## src/rtl/core/pet_pkg.sv

```systemverilog
// ----------------------------------------------------------------------------
// pet_pkg
// Types, codes and constants shared by the path expected-throughput block.
// ----------------------------------------------------------------------------
package pet_pkg;

  localparam int MAX_WIDTH_DEF = 16;
  localparam int FRAC_BITS_DEF = 16;

  localparam int WIDTH_W = 5;
  localparam int PROB_W  = 17;
  localparam int TPUT_W  = 21;

  localparam logic [1:0] LINKS_NONE   = 2'd0;
  localparam logic [1:0] LINKS_FIRST  = 2'd1;
  localparam logic [1:0] LINKS_FOLDED = 2'd2;

  typedef enum logic [3:0] {
    OP_NONE,
    OP_PWP,   // p power step
    OP_PWQ,   // (1-p) power step
    OP_DPQ,   // p^i * q^(w-i)
    OP_DBN,   // times binomial coefficient
    OP_COPY,  // first link: distribution becomes path distribution
    OP_FA,    // fold, survivor term
    OP_FB,    // fold, new-link term and write back
    OP_SWP,   // swap product step
    OP_EACC,  // expectation accumulate
    OP_RLO,   // result, low part of expectation
    OP_RHI    // result, high part of expectation
  } op_t;

  typedef enum logic [3:0] {
    ST_IDLE,
    ST_DECIDE,
    ST_BINOM,
    ST_PWR,
    ST_DIST,
    ST_COPY,
    ST_FOLD,
    ST_SWAP,
    ST_CHKL,
    ST_EXP,
    ST_RES,
    ST_EMIT
  } state_t;

  typedef struct packed {
    op_t  op;
    logic capture;
    logic init_path;
    logic binom_step;
    logic fold_init;
    logic exp_init;
    logic idx_set0;
    logic idx_set1;
    logic idx_setw;
    logic idx_inc;
    logic idx_dec;
    logic out_load;
    logic out_zero;
  } pet_cmd_t;

  typedef struct packed {
    logic first;
    logic last;
    logic idx_eq_w;
    logic idx_is0;
    logic w_is0;
    logic out_busy;
  } pet_sts_t;

endpackage

```

## src/rtl/core/pet_ctrl.sv

```systemverilog
// ----------------------------------------------------------------------------
// pet_ctrl
// Sequencer: binomial build for a first node; powers, distribution, copy or fold and
// swap product for a link node; expectation and result delivery for the last node.
// ----------------------------------------------------------------------------
module pet_ctrl import pet_pkg::*; (
  input  logic     clk,
  input  logic     rst_n,
  input  logic     in_valid,
  output logic     in_ready,
  input  pet_sts_t sts,
  output pet_cmd_t cmd
);

  state_t     state_r, state_nxt;
  logic       ph_r, ph_nxt;     // 0: issue, 1: write back
  logic       sub_r, sub_nxt;   // which op of a pair
  logic [1:0] links_r, links_nxt;
  logic       zero_r, zero_nxt;

  always_ff @(posedge clk) begin
    if (!rst_n) begin
      state_r <= ST_IDLE;
      ph_r    <= 1'b0;
      sub_r   <= 1'b0;
      links_r <= LINKS_NONE;
      zero_r  <= 1'b0;
    end else begin
      state_r <= state_nxt;
      ph_r    <= ph_nxt;
      sub_r   <= sub_nxt;
      links_r <= links_nxt;
      zero_r  <= zero_nxt;
    end
  end

  assign in_ready = (state_r == ST_IDLE);

  always_comb begin
    state_nxt = state_r;
    ph_nxt    = ph_r;
    sub_nxt   = sub_r;
    links_nxt = links_r;
    zero_nxt  = zero_r;
    cmd       = '0;
    cmd.op    = OP_NONE;
    unique case (state_r)
      ST_IDLE: begin
        if (in_valid) begin
          cmd.capture = 1'b1;
          state_nxt   = ST_DECIDE;
        end
      end
      ST_DECIDE: begin
        ph_nxt  = 1'b0;
        sub_nxt = 1'b0;
        if (sts.first || links_r == LINKS_NONE) begin
          cmd.init_path = 1'b1;
          cmd.idx_set1  = 1'b1;
          links_nxt     = LINKS_FIRST;
          state_nxt     = ST_BINOM;
        end else begin
          cmd.fold_init = 1'b1;
          if (sts.w_is0) begin
            cmd.idx_set0 = 1'b1;
            state_nxt    = ST_DIST;
          end else begin
            cmd.idx_set1 = 1'b1;
            state_nxt    = ST_PWR;
          end
        end
      end
      ST_BINOM: begin
        if (sts.w_is0) begin
          state_nxt = ST_CHKL;
        end else begin
          cmd.binom_step = 1'b1;
          if (sts.idx_eq_w) state_nxt = ST_CHKL;
          else cmd.idx_inc = 1'b1;
        end
      end
      ST_PWR: begin
        if (!ph_r) begin
          cmd.op = sub_r ? OP_PWQ : OP_PWP;
          ph_nxt = 1'b1;
        end else begin
          ph_nxt = 1'b0;
          if (!sub_r) begin
            sub_nxt = 1'b1;
          end else begin
            sub_nxt = 1'b0;
            if (sts.idx_eq_w) begin
              cmd.idx_set0 = 1'b1;
              state_nxt    = ST_DIST;
            end else begin
              cmd.idx_inc = 1'b1;
            end
          end
        end
      end
      ST_DIST: begin
        if (!ph_r) begin
          cmd.op = sub_r ? OP_DBN : OP_DPQ;
          ph_nxt = 1'b1;
        end else begin
          ph_nxt = 1'b0;
          if (!sub_r) begin
            sub_nxt = 1'b1;
          end else begin
            sub_nxt = 1'b0;
            if (!sts.idx_eq_w) begin
              cmd.idx_inc = 1'b1;
            end else if (links_r == LINKS_FIRST) begin
              cmd.idx_set0 = 1'b1;
              state_nxt    = ST_COPY;
            end else begin
              cmd.idx_setw = 1'b1;
              state_nxt    = ST_FOLD;
            end
          end
        end
      end
      ST_COPY: begin
        if (!ph_r) begin
          cmd.op = OP_COPY;
          ph_nxt = 1'b1;
        end else begin
          ph_nxt = 1'b0;
          if (sts.idx_eq_w) begin
            links_nxt = LINKS_FOLDED;
            state_nxt = ST_SWAP;
          end else begin
            cmd.idx_inc = 1'b1;
          end
        end
      end
      ST_FOLD: begin
        if (!ph_r) begin
          cmd.op = sub_r ? OP_FB : OP_FA;
          ph_nxt = 1'b1;
        end else begin
          ph_nxt = 1'b0;
          if (!sub_r) begin
            sub_nxt = 1'b1;
          end else begin
            sub_nxt = 1'b0;
            if (sts.idx_is0) state_nxt = ST_SWAP;
            else cmd.idx_dec = 1'b1;
          end
        end
      end
      ST_SWAP: begin
        if (!ph_r) begin
          cmd.op = OP_SWP;
          ph_nxt = 1'b1;
        end else begin
          ph_nxt    = 1'b0;
          state_nxt = ST_CHKL;
        end
      end
      ST_CHKL: begin
        if (!sts.last) begin
          state_nxt = ST_IDLE;
        end else if (links_r == LINKS_FOLDED) begin
          cmd.exp_init = 1'b1;
          if (sts.w_is0) begin
            state_nxt = ST_RES;
          end else begin
            cmd.idx_set1 = 1'b1;
            state_nxt    = ST_EXP;
          end
        end else begin
          zero_nxt  = 1'b1;
          state_nxt = ST_EMIT;
        end
      end
      ST_EXP: begin
        if (!ph_r) begin
          cmd.op = OP_EACC;
          ph_nxt = 1'b1;
        end else begin
          ph_nxt = 1'b0;
          if (sts.idx_eq_w) state_nxt = ST_RES;
          else cmd.idx_inc = 1'b1;
        end
      end
      ST_RES: begin
        if (!ph_r) begin
          cmd.op = sub_r ? OP_RHI : OP_RLO;
          ph_nxt = 1'b1;
        end else begin
          ph_nxt = 1'b0;
          if (!sub_r) begin
            sub_nxt = 1'b1;
          end else begin
            sub_nxt   = 1'b0;
            zero_nxt  = 1'b0;
            state_nxt = ST_EMIT;
          end
        end
      end
      ST_EMIT: begin
        if (!sts.out_busy) begin
          cmd.out_load = 1'b1;
          cmd.out_zero = zero_r;
          links_nxt    = LINKS_NONE;
          state_nxt    = ST_IDLE;
        end
      end
      default: state_nxt = ST_IDLE;
    endcase
  end

endmodule

```

## src/rtl/core/pet_dp.sv

```systemverilog
// ----------------------------------------------------------------------------
// pet_dp
// Datapath: input latch, distribution stores, binomial lanes, one shared
// multiplier with registered product, accumulators and the output register.
// ----------------------------------------------------------------------------
module pet_dp import pet_pkg::*; #(
  parameter int MAX_WIDTH = MAX_WIDTH_DEF,
  parameter int FRAC_BITS = FRAC_BITS_DEF
) (
  input  logic                clk,
  input  logic                rst_n,
  input  logic [WIDTH_W-1:0]  in_width,
  input  logic [PROB_W-1:0]   in_link_prob,
  input  logic [PROB_W-1:0]   in_swap_prob,
  input  logic                in_first_node,
  input  logic                in_last_node,
  output logic                out_valid,
  input  logic                out_ready,
  output logic [TPUT_W-1:0]   out_throughput,
  input  pet_cmd_t            cmd,
  output pet_sts_t            sts
);

  localparam int PW    = FRAC_BITS + 1;
  localparam int DEPTH = MAX_WIDTH + 1;
  localparam int WW    = $clog2(MAX_WIDTH + 1);
  localparam int BW    = MAX_WIDTH;
  localparam int EHW   = $clog2(MAX_WIDTH * (MAX_WIDTH + 1) / 2 + 1);
  localparam int AW0   = (BW > PW) ? BW : PW;
  localparam int AW    = (AW0 > EHW + 1) ? AW0 : EHW + 1;
  localparam int PRW   = AW + PW;
  localparam int EW    = PW + EHW;
  localparam int RW    = PRW + 1;
  localparam int CW    = (PW > PROB_W) ? PW : PROB_W;
  localparam int SW    = (RW > TPUT_W + 1) ? RW : TPUT_W + 1;

  localparam logic [PW-1:0]  ONE     = PW'(1) << FRAC_BITS;
  localparam logic [CW-1:0]  ONE_C   = CW'(1) << FRAC_BITS;
  localparam logic [PRW-1:0] ONE_P   = PRW'(1) << FRAC_BITS;
  localparam logic [PW:0]    ONE_S   = (PW + 1)'(1) << FRAC_BITS;
  localparam logic [SW-1:0]  OUT_MAX = SW'((64'd1 << TPUT_W) - 64'd1);

  // input latch
  logic [WIDTH_W-1:0] win_r;
  logic [PW-1:0]      p_r, sw_r;
  logic               first_r, last_r;
  logic [CW-1:0]      lp_ext, sp_ext;

  // path state
  logic [WW-1:0] w_r, idx_r, wsat;
  logic [PW-1:0] path_r  [DEPTH];
  logic [PW-1:0] dist_r  [DEPTH];
  logic [PW-1:0] pwp_r   [DEPTH];
  logic [PW-1:0] pwq_r   [DEPTH];
  logic [BW-1:0] binom_r [DEPTH];
  logic [PW-1:0] swap_r, tmp_r, acc_r, sq_r, sp_r;
  logic [EW-1:0] e_r;
  logic [RW-1:0] res_r;

  // multiplier
  logic [AW-1:0]  mul_a;
  logic [PW-1:0]  mul_b;
  logic [PRW-1:0] prod_r;
  op_t            op_r;
  logic [WW-1:0]  idx_op_r;

  logic [PW-1:0]  q;
  logic [PW:0]    sq_sum, fb_sum, sp_sum;
  logic [PW-1:0]  sq_n, fb_val, sp_val, prod_sh;
  logic [WW-1:0]  idx_m1, idx_wm;

  logic [TPUT_W-1:0] tput_r;
  logic              out_valid_r;

  assign lp_ext = CW'(in_link_prob);
  assign sp_ext = CW'(in_swap_prob);
  assign wsat   = ({1'b0, win_r} > 6'(MAX_WIDTH)) ? WW'(MAX_WIDTH) : WW'(win_r);

  assign q       = ONE - p_r;
  assign idx_m1  = idx_r - WW'(1);
  assign idx_wm  = w_r - idx_r;
  assign sq_sum  = {1'b0, sq_r} + {1'b0, dist_r[idx_r]};
  assign sq_n    = (sq_sum > ONE_S) ? ONE : sq_sum[PW-1:0];
  assign prod_sh = prod_r[FRAC_BITS +: PW];
  assign fb_sum  = {1'b0, acc_r} + {1'b0, prod_sh};
  assign fb_val  = (fb_sum > ONE_S) ? ONE : fb_sum[PW-1:0];
  assign sp_sum  = {1'b0, sp_r} + {1'b0, path_r[idx_op_r]};
  assign sp_val  = (sp_sum > ONE_S) ? ONE : sp_sum[PW-1:0];

  always_comb begin
    mul_a = '0;
    mul_b = '0;
    case (cmd.op)
      OP_PWP:  begin mul_a = AW'(pwp_r[idx_m1]); mul_b = p_r; end
      OP_PWQ:  begin mul_a = AW'(pwq_r[idx_m1]); mul_b = q; end
      OP_DPQ:  begin mul_a = AW'(pwp_r[idx_r]); mul_b = pwq_r[idx_wm]; end
      OP_DBN:  begin mul_a = AW'(binom_r[idx_r]); mul_b = tmp_r; end
      OP_FA:   begin mul_a = AW'(path_r[idx_r]); mul_b = sq_n; end
      OP_FB:   begin mul_a = AW'(dist_r[idx_r]); mul_b = sp_r; end
      OP_SWP:  begin mul_a = AW'(swap_r); mul_b = sw_r; end
      OP_EACC: begin mul_a = AW'(idx_r); mul_b = path_r[idx_r]; end
      OP_RLO:  begin mul_a = AW'(e_r[FRAC_BITS-1:0]); mul_b = swap_r; end
      OP_RHI:  begin mul_a = AW'(e_r[EW-1:FRAC_BITS]); mul_b = swap_r; end
      default: begin mul_a = '0; mul_b = '0; end
    endcase
  end

  // control registers
  always_ff @(posedge clk) begin
    if (!rst_n) begin
      op_r        <= OP_NONE;
      out_valid_r <= 1'b0;
      w_r         <= '0;
      idx_r       <= '0;
    end else begin
      op_r <= cmd.op;
      if (cmd.out_load) out_valid_r <= 1'b1;
      else if (out_ready) out_valid_r <= 1'b0;
      if (cmd.init_path) w_r <= wsat;
      if (cmd.idx_set0) idx_r <= '0;
      else if (cmd.idx_set1) idx_r <= WW'(1);
      else if (cmd.idx_setw) idx_r <= w_r;
      else if (cmd.idx_inc) idx_r <= idx_r + WW'(1);
      else if (cmd.idx_dec) idx_r <= idx_m1;
    end
  end

  // payload registers
  always_ff @(posedge clk) begin
    prod_r   <= PRW'(mul_a) * PRW'(mul_b);
    idx_op_r <= idx_r;
    if (cmd.capture) begin
      win_r   <= in_width;
      p_r     <= PW'((lp_ext > ONE_C) ? ONE_C : lp_ext);
      sw_r    <= PW'((sp_ext > ONE_C) ? ONE_C : sp_ext);
      first_r <= in_first_node;
      last_r  <= in_last_node;
    end
    if (cmd.init_path) begin
      swap_r <= sw_r;
      for (int i = 0; i < DEPTH; i++) begin
        path_r[i]  <= '0;
        binom_r[i] <= (i == 0) ? BW'(1) : '0;
      end
    end
    if (cmd.binom_step) begin
      for (int i = 1; i < DEPTH; i++) binom_r[i] <= binom_r[i] + binom_r[i-1];
    end
    if (cmd.fold_init) begin
      sq_r     <= '0;
      sp_r     <= '0;
      pwp_r[0] <= ONE;
      pwq_r[0] <= ONE;
    end
    if (cmd.exp_init) e_r <= '0;
    if (cmd.op == OP_FA) sq_r <= sq_n;
    if (cmd.out_load) begin
      if (cmd.out_zero) tput_r <= '0;
      else if (SW'(res_r) > OUT_MAX) tput_r <= '1;
      else tput_r <= TPUT_W'(res_r);
    end
    // write back of the previous issue
    case (op_r)
      OP_PWP:  pwp_r[idx_op_r] <= prod_sh;
      OP_PWQ:  pwq_r[idx_op_r] <= prod_sh;
      OP_DPQ:  tmp_r <= prod_sh;
      OP_DBN:  dist_r[idx_op_r] <= (prod_r > ONE_P) ? ONE : prod_r[PW-1:0];
      OP_COPY: path_r[idx_op_r] <= dist_r[idx_op_r];
      OP_FA:   acc_r <= prod_sh;
      OP_FB: begin
        path_r[idx_op_r] <= fb_val;
        sp_r             <= sp_val;
      end
      OP_SWP:  swap_r <= prod_sh;
      OP_EACC: e_r <= e_r + prod_r[EW-1:0];
      OP_RLO:  res_r <= RW'(prod_r >> FRAC_BITS);
      OP_RHI:  res_r <= res_r + RW'(prod_r);
      default: ;
    endcase
  end

  assign sts.first    = first_r;
  assign sts.last     = last_r;
  assign sts.idx_eq_w = (idx_r == w_r);
  assign sts.idx_is0  = (idx_r == '0);
  assign sts.w_is0    = (w_r == '0);
  assign sts.out_busy = out_valid_r && !out_ready;

  assign out_valid      = out_valid_r;
  assign out_throughput = tput_r;

endmodule

```

## src/rtl/core/path_expected_throughput_top.sv

```systemverilog
// Sequence, accept to in_ready: a first node builds the binomial row; a link node runs
//   powers, distribution, copy (first link) or fold, and swap; the last node adds the
//   expectation and result steps (none with no links), out_valid with in_ready.
// One node at a time, paced by the single shared multiplier (issue, then write back).
// Reset: synchronous active-low rst_n clears the sequencer, path status and output
//   valid; the distribution stores are rewritten before each use.
// ----------------------------------------------------------------------------
// path_expected_throughput_top
// Expected throughput of a path: binomial link distributions folded into the
// distribution of the path's minimum channel count, times the swap product.
// ----------------------------------------------------------------------------
module path_expected_throughput_top import pet_pkg::*; #(
  parameter int MAX_WIDTH = MAX_WIDTH_DEF,  // 1..32
  parameter int FRAC_BITS = FRAC_BITS_DEF   // 8..30
) (
  input  logic               clk,
  input  logic               rst_n,
  // node transaction
  input  logic               in_valid,
  output logic               in_ready,
  input  logic [WIDTH_W-1:0] in_width,
  input  logic [PROB_W-1:0]  in_link_prob,
  input  logic [PROB_W-1:0]  in_swap_prob,
  input  logic               in_first_node,
  input  logic               in_last_node,
  // result transaction
  output logic               out_valid,
  input  logic               out_ready,
  output logic [TPUT_W-1:0]  out_throughput
);

  // The controller steps through each node; the datapath holds every store
  // and the one multiplier. They talk only through cmd and sts.
  pet_cmd_t cmd;
  pet_sts_t sts;

  pet_ctrl u_ctrl (
    .clk      (clk),
    .rst_n    (rst_n),
    .in_valid (in_valid),
    .in_ready (in_ready),
    .sts      (sts),
    .cmd      (cmd)
  );

  // Result sits in an output register, so a new node is taken while it waits;
  // only a second result stalls until the first transaction completes.
  pet_dp #(
    .MAX_WIDTH (MAX_WIDTH),
    .FRAC_BITS (FRAC_BITS)
  ) u_dp (
    .clk            (clk),
    .rst_n          (rst_n),
    .in_width       (in_width),
    .in_link_prob   (in_link_prob),
    .in_swap_prob   (in_swap_prob),
    .in_first_node  (in_first_node),
    .in_last_node   (in_last_node),
    .out_valid      (out_valid),
    .out_ready      (out_ready),
    .out_throughput (out_throughput),
    .cmd            (cmd),
    .sts            (sts)
  );

endmodule

```

## config.mk

```make
export PLATFORM = sky130hd
export DESIGN_NAME = path_expected_throughput_top
export DESIGN_NICKNAME = d
export VERILOG_FILES = /design/src/rtl/core/pet_pkg.sv /design/src/rtl/core/pet_ctrl.sv /design/src/rtl/core/pet_dp.sv /design/src/rtl/core/path_expected_throughput_top.sv
export SDC_FILE = /design/constraint.sdc
export NUM_CORES = 2
export LEC_CHECK = 0
export BUFFER_PORTS_ARGS = -buffer_cell sky130_fd_sc_hd__buf_2
export CAP_MARGIN = 40
export CORE_MARGIN = 10
export CORE_UTILIZATION = 25
export DETAILED_ROUTE_END_ITERATION = 16
export PLACE_DENSITY = 0.43
export SYNTH_ARGS = -nofsm -noshare
export SYNTH_HDL_FRONTEND = slang
export SYNTH_SLANG_ARGS = --single-unit
```

## constraint.sdc

```tcl
create_clock -name clk -period 24.5 [get_ports clk]
set_input_delay 0 -clock clk [delete_from_list [all_inputs] [get_ports clk]]
set_output_delay 0 -clock clk [all_outputs]
set_load 0.02 [all_outputs]
```

==> flow_summary.toml <==
[run_status]
status = "finished, final reports clean"

[setup_path]
crit_fanout = 45
endpoint_kind = "flop"
slowest_stage = "buf_4"
r2r_end = "u_dp.prod_r[32]$_DFF_P_"
r2r_cells = 40
r2r_start = "u_dp.idx_r[0]$_SDFFE_PP0P_"
startpoint_type = "flop"
cp.arrival_ps = 14090
crit_required_ps = 25320
crit_type = "reg2reg"
rrSetupSlack_ps = 11230
critical-path-max-stage-delay_ps = 800

[synth]
syn_inst = 8081
synth_nets = 8822
synth_top_area_share_pct = 49.7
synth_commonest_cells = "edfxtp_1, nor2_1, mux4_2"
ys_seq_elements = 1937
async_flop_share_pct = 0
synth_edf_count = 1874
syn_avg_cell_area_sq_um = 14.0
ys_dominant_reg_cell = "edfxtp_1"
seq_area_frac_synth_pct = 50.8
netlist.top_cell.by_area = "edfxtp_1"
synth-warning-count = 0
synth.distinct_cells = 103
post-synth-top-count-cell = "edfxtp_1"
synthTopCellsByArea = "edfxtp_1, mux4_2, ha_1, fa_1, nor2_1"
synth_area_sq_mm = 0.113

[pwr]
leakage_nw = 44.3
powerDensity_mw_per_mm2 = 101
total_power_w = 0.0132
ir_drop_v = 0.0000912

[global_routing]
grtUsageTotal_pct = 16.8
grt_pass1_vias = 76107
antenna_found_initial = 24
grt_max_degree = 166
grt_pass1_wl_mm = 588
overflow = 0

[detailed_routing]
drtPass1Iterations = 8
first_iter_violations = 7589
route.antenna.remaining_nets = 0
via_count = 74697
vias_per_cell = 5.15
drt_wl_total_mm = 417
routedWlPerCell_microns = 28.7
drc_errors = 0

[clock_network]
clkLatencyLatePin_ps = 940
numCtsBuffers = 225
cts_buffer_depth = 4
htree_num_levels = 4
ctsHoldBuffers = 71
postCtsSetupBuffers = 0
clkSlewWorstSetupHoldPaths_ps = 60
cts-resized-gates = 0
ctsRootBufferMaster = "clkbuf_16"
cts_tree = "built"
clkSinkCount = 1937

[sta]
fin_crit_ps = 13270
drv_slew = 0
max_slew_margin_pct = 26.9
rsz0062_at_grt = "false"
setup_viol = 0
hold_viol_final = 0
worstMarginPinSlew_ps = 1100
finalCritPeriodShare_pct = 54.1
fmax_mhz = 75.4
setup_tns_ps = 0
clock_skew_ps = 93.9

[floorplan]
ios = 68
die_y_microns = 693
start_util_pct = 25.1
die_area_sq_mm = 0.480
die_x_microns = 693
core-area_sq_mm = 0.452
rows = 247

[final_layout]
final_nets = 9094
layout-drive-gt1-share_pct = 21.5
areaGrowthSynthToFinish_pct = 15.7
multiInputGateArea_sq_mm = 0.0525
fillCellCount = 45293
seqCellArea_sq_mm = 0.0576

[placement]
place.gp.congestion = 0.913
port_buffers = 67
dp_hpwl_mm = 289

[min_path]
hold_path_end = "u_dp.sw_r[7]$_SDFFCE_PN0P_"
worstHoldStart = "in_swap_prob[7]"
holdPathStages = 3
hp-class = "in2reg"

[flow_run]
maxCapViolCount = 0
per-stage QoR:
step | hold WS (ps) | std cells | setup slack (ps) | instance area, sq um | utilization [%]
6_report | 66.2 | 14513 | 11230 | 131000 | 29.0
4_1_cts | 2.71 | 14502 | 11330 | 131000 | 29.0
2_1_floorplan | 98.9 | 8081 | 13730 | 113000 | -
3_3_place_gp | 183 | 13943 | 11100 | 121000 | 26.9
5_1_grt | 53.3 | 14505 | 10420 | 131000 | 29.0
3_5_place_dp | 180 | 14031 | 11380 | 123000 | 27.2
state kept, by name (all words and copies together), names as in the netlist, 5 cells and up:
| name | flops |
|---|---|
| u_dp.e_r | 25 |
| u_dp.tmp_r | 17 |
| u_dp.acc_r | 17 |
| u_dp.dist_r | 289 |
| u_dp.p_r | 17 |
| u_dp.path_r | 544 |
| u_dp.idx_r | 5 |
| u_dp.sq_r | 17 |
| u_dp.idx_op_r | 5 |
| u_dp.binom_r | 256 |
| u_dp.out_throughput | 21 |
| u_dp.swap_r | 17 |
| u_dp.w_r | 5 |
| u_dp.res_r | 35 |
| u_dp.sw_r | 17 |
| u_dp.prod_r | 34 |
| u_dp.win_r | 5 |
| u_dp.pwq_r | 289 |
| u_dp.pwp_r | 289 |
| u_dp.sp_r | 17 |
routing by layer:
layer | share of wire (%) | routed length (microns) | GRT usage (%)
met3 | 7.2 | 30200 | 3.30
met5 | 0.021 | 88 | 0
met1 | 43 | 177000 | 22.5
met2 | 47 | 195000 | 27.3
met4 | 3.5 | 14500 | 5.25
worst max-delay path, delay by kind of cell (launching register included):
family / cells / cell delay [ps]
AOI/OAI and AO/OA: 16 / 4530
xor gates and xnor gates: 1 / 170
adders and majority gates: 8 / 3690
buffers and inverters: 9 / 2090
DFF: 1 / 360
muxes: 3 / 1400
and+or+nand+nor: 3 / 870
kinds of logic after synthesis:
logic type               synth area share, %
AO/OA/AOI/OAI                           6.83
XOR/XNOR                                2.35
adder cells (fa/ha/maj)                 9.31
buffers and inverters                   3.32
flip-flops                              50.8
multiplexers                            18.8
AND/OR/NAND/NOR                         8.62
worst max-delay path by stage:
stage	startpoint	to	depth (start not counted)
floorplan	u_dp.idx_r[1]$_SDFFE_PP0P_	u_dp.prod_r[32]$_DFF_P_	44
global placement	u_dp.idx_r[0]$_SDFFE_PP0P_	u_dp.prod_r[32]$_DFF_P_	39
detailed placement	u_dp.idx_r[0]$_SDFFE_PP0P_	u_dp.prod_r[32]$_DFF_P_	40
CTS	u_dp.idx_r[0]$_SDFFE_PP0P_	u_dp.prod_r[32]$_DFF_P_	40
global route	u_dp.idx_r[0]$_SDFFE_PP0P_	u_dp.prod_r[32]$_DFF_P_	40
finish	u_dp.idx_r[0]$_SDFFE_PP0P_	u_dp.prod_r[32]$_DFF_P_	40
final cells by class:
type	count	share of cell area, %
Clock inverter	139	1.17
Sequential cell	1937	44.0
Multi-Input combinational cell	5272	40.1
Antenna cell	11	0.0210
Timing Repair Buffer	464	3.35
Tap cell	5976	5.71
Clock buffer	261	4.42
Inverter	453	1.30
placed cells by master (no fill, tap or decap), types with 36 or more instances in the layout:
| cell type | count |
|---|---|
| clkbuf_16 | 226 |
| clkinv_1 | 42 |
| a211oi_1 | 48 |
| nand2_1 | 414 |
| nor2_2 | 37 |
| mux2i_1 | 88 |
| nor3_1 | 123 |
| ha_1 | 449 |
| buf_4 | 244 |
| o21a_1 | 56 |
| or3_1 | 52 |
| nand3_1 | 65 |
| buf_2 | 75 |
| edfxtp_1 | 1874 |
| mux4_2 | 848 |
| and2_1 | 137 |
| dlygate4sd3_1 | 71 |
| nor2_1 | 816 |
| nor2b_1 | 129 |
| a21o_1 | 97 |
| inv_1 | 446 |
| a21oi_1 | 302 |
| a22oi_1 | 118 |
| mux2_2 | 61 |
| nand2b_1 | 86 |
| dfxtp_1 | 36 |
| xnor2_1 | 169 |
| o21bai_1 | 36 |
| o21ai_0 | 204 |
| xor2_1 | 129 |
| fa_1 | 244 |
report_power, final:
part,leakage (nW),switching (W),internal [W]
registers,17.4,0.000365,0.00420
clock network,3.53,0.00146,0.00200
logic,23.4,0.00316,0.00201
total,44.3,0.00499,0.00821
Note: power is estimated with default switching activity, not from simulation.
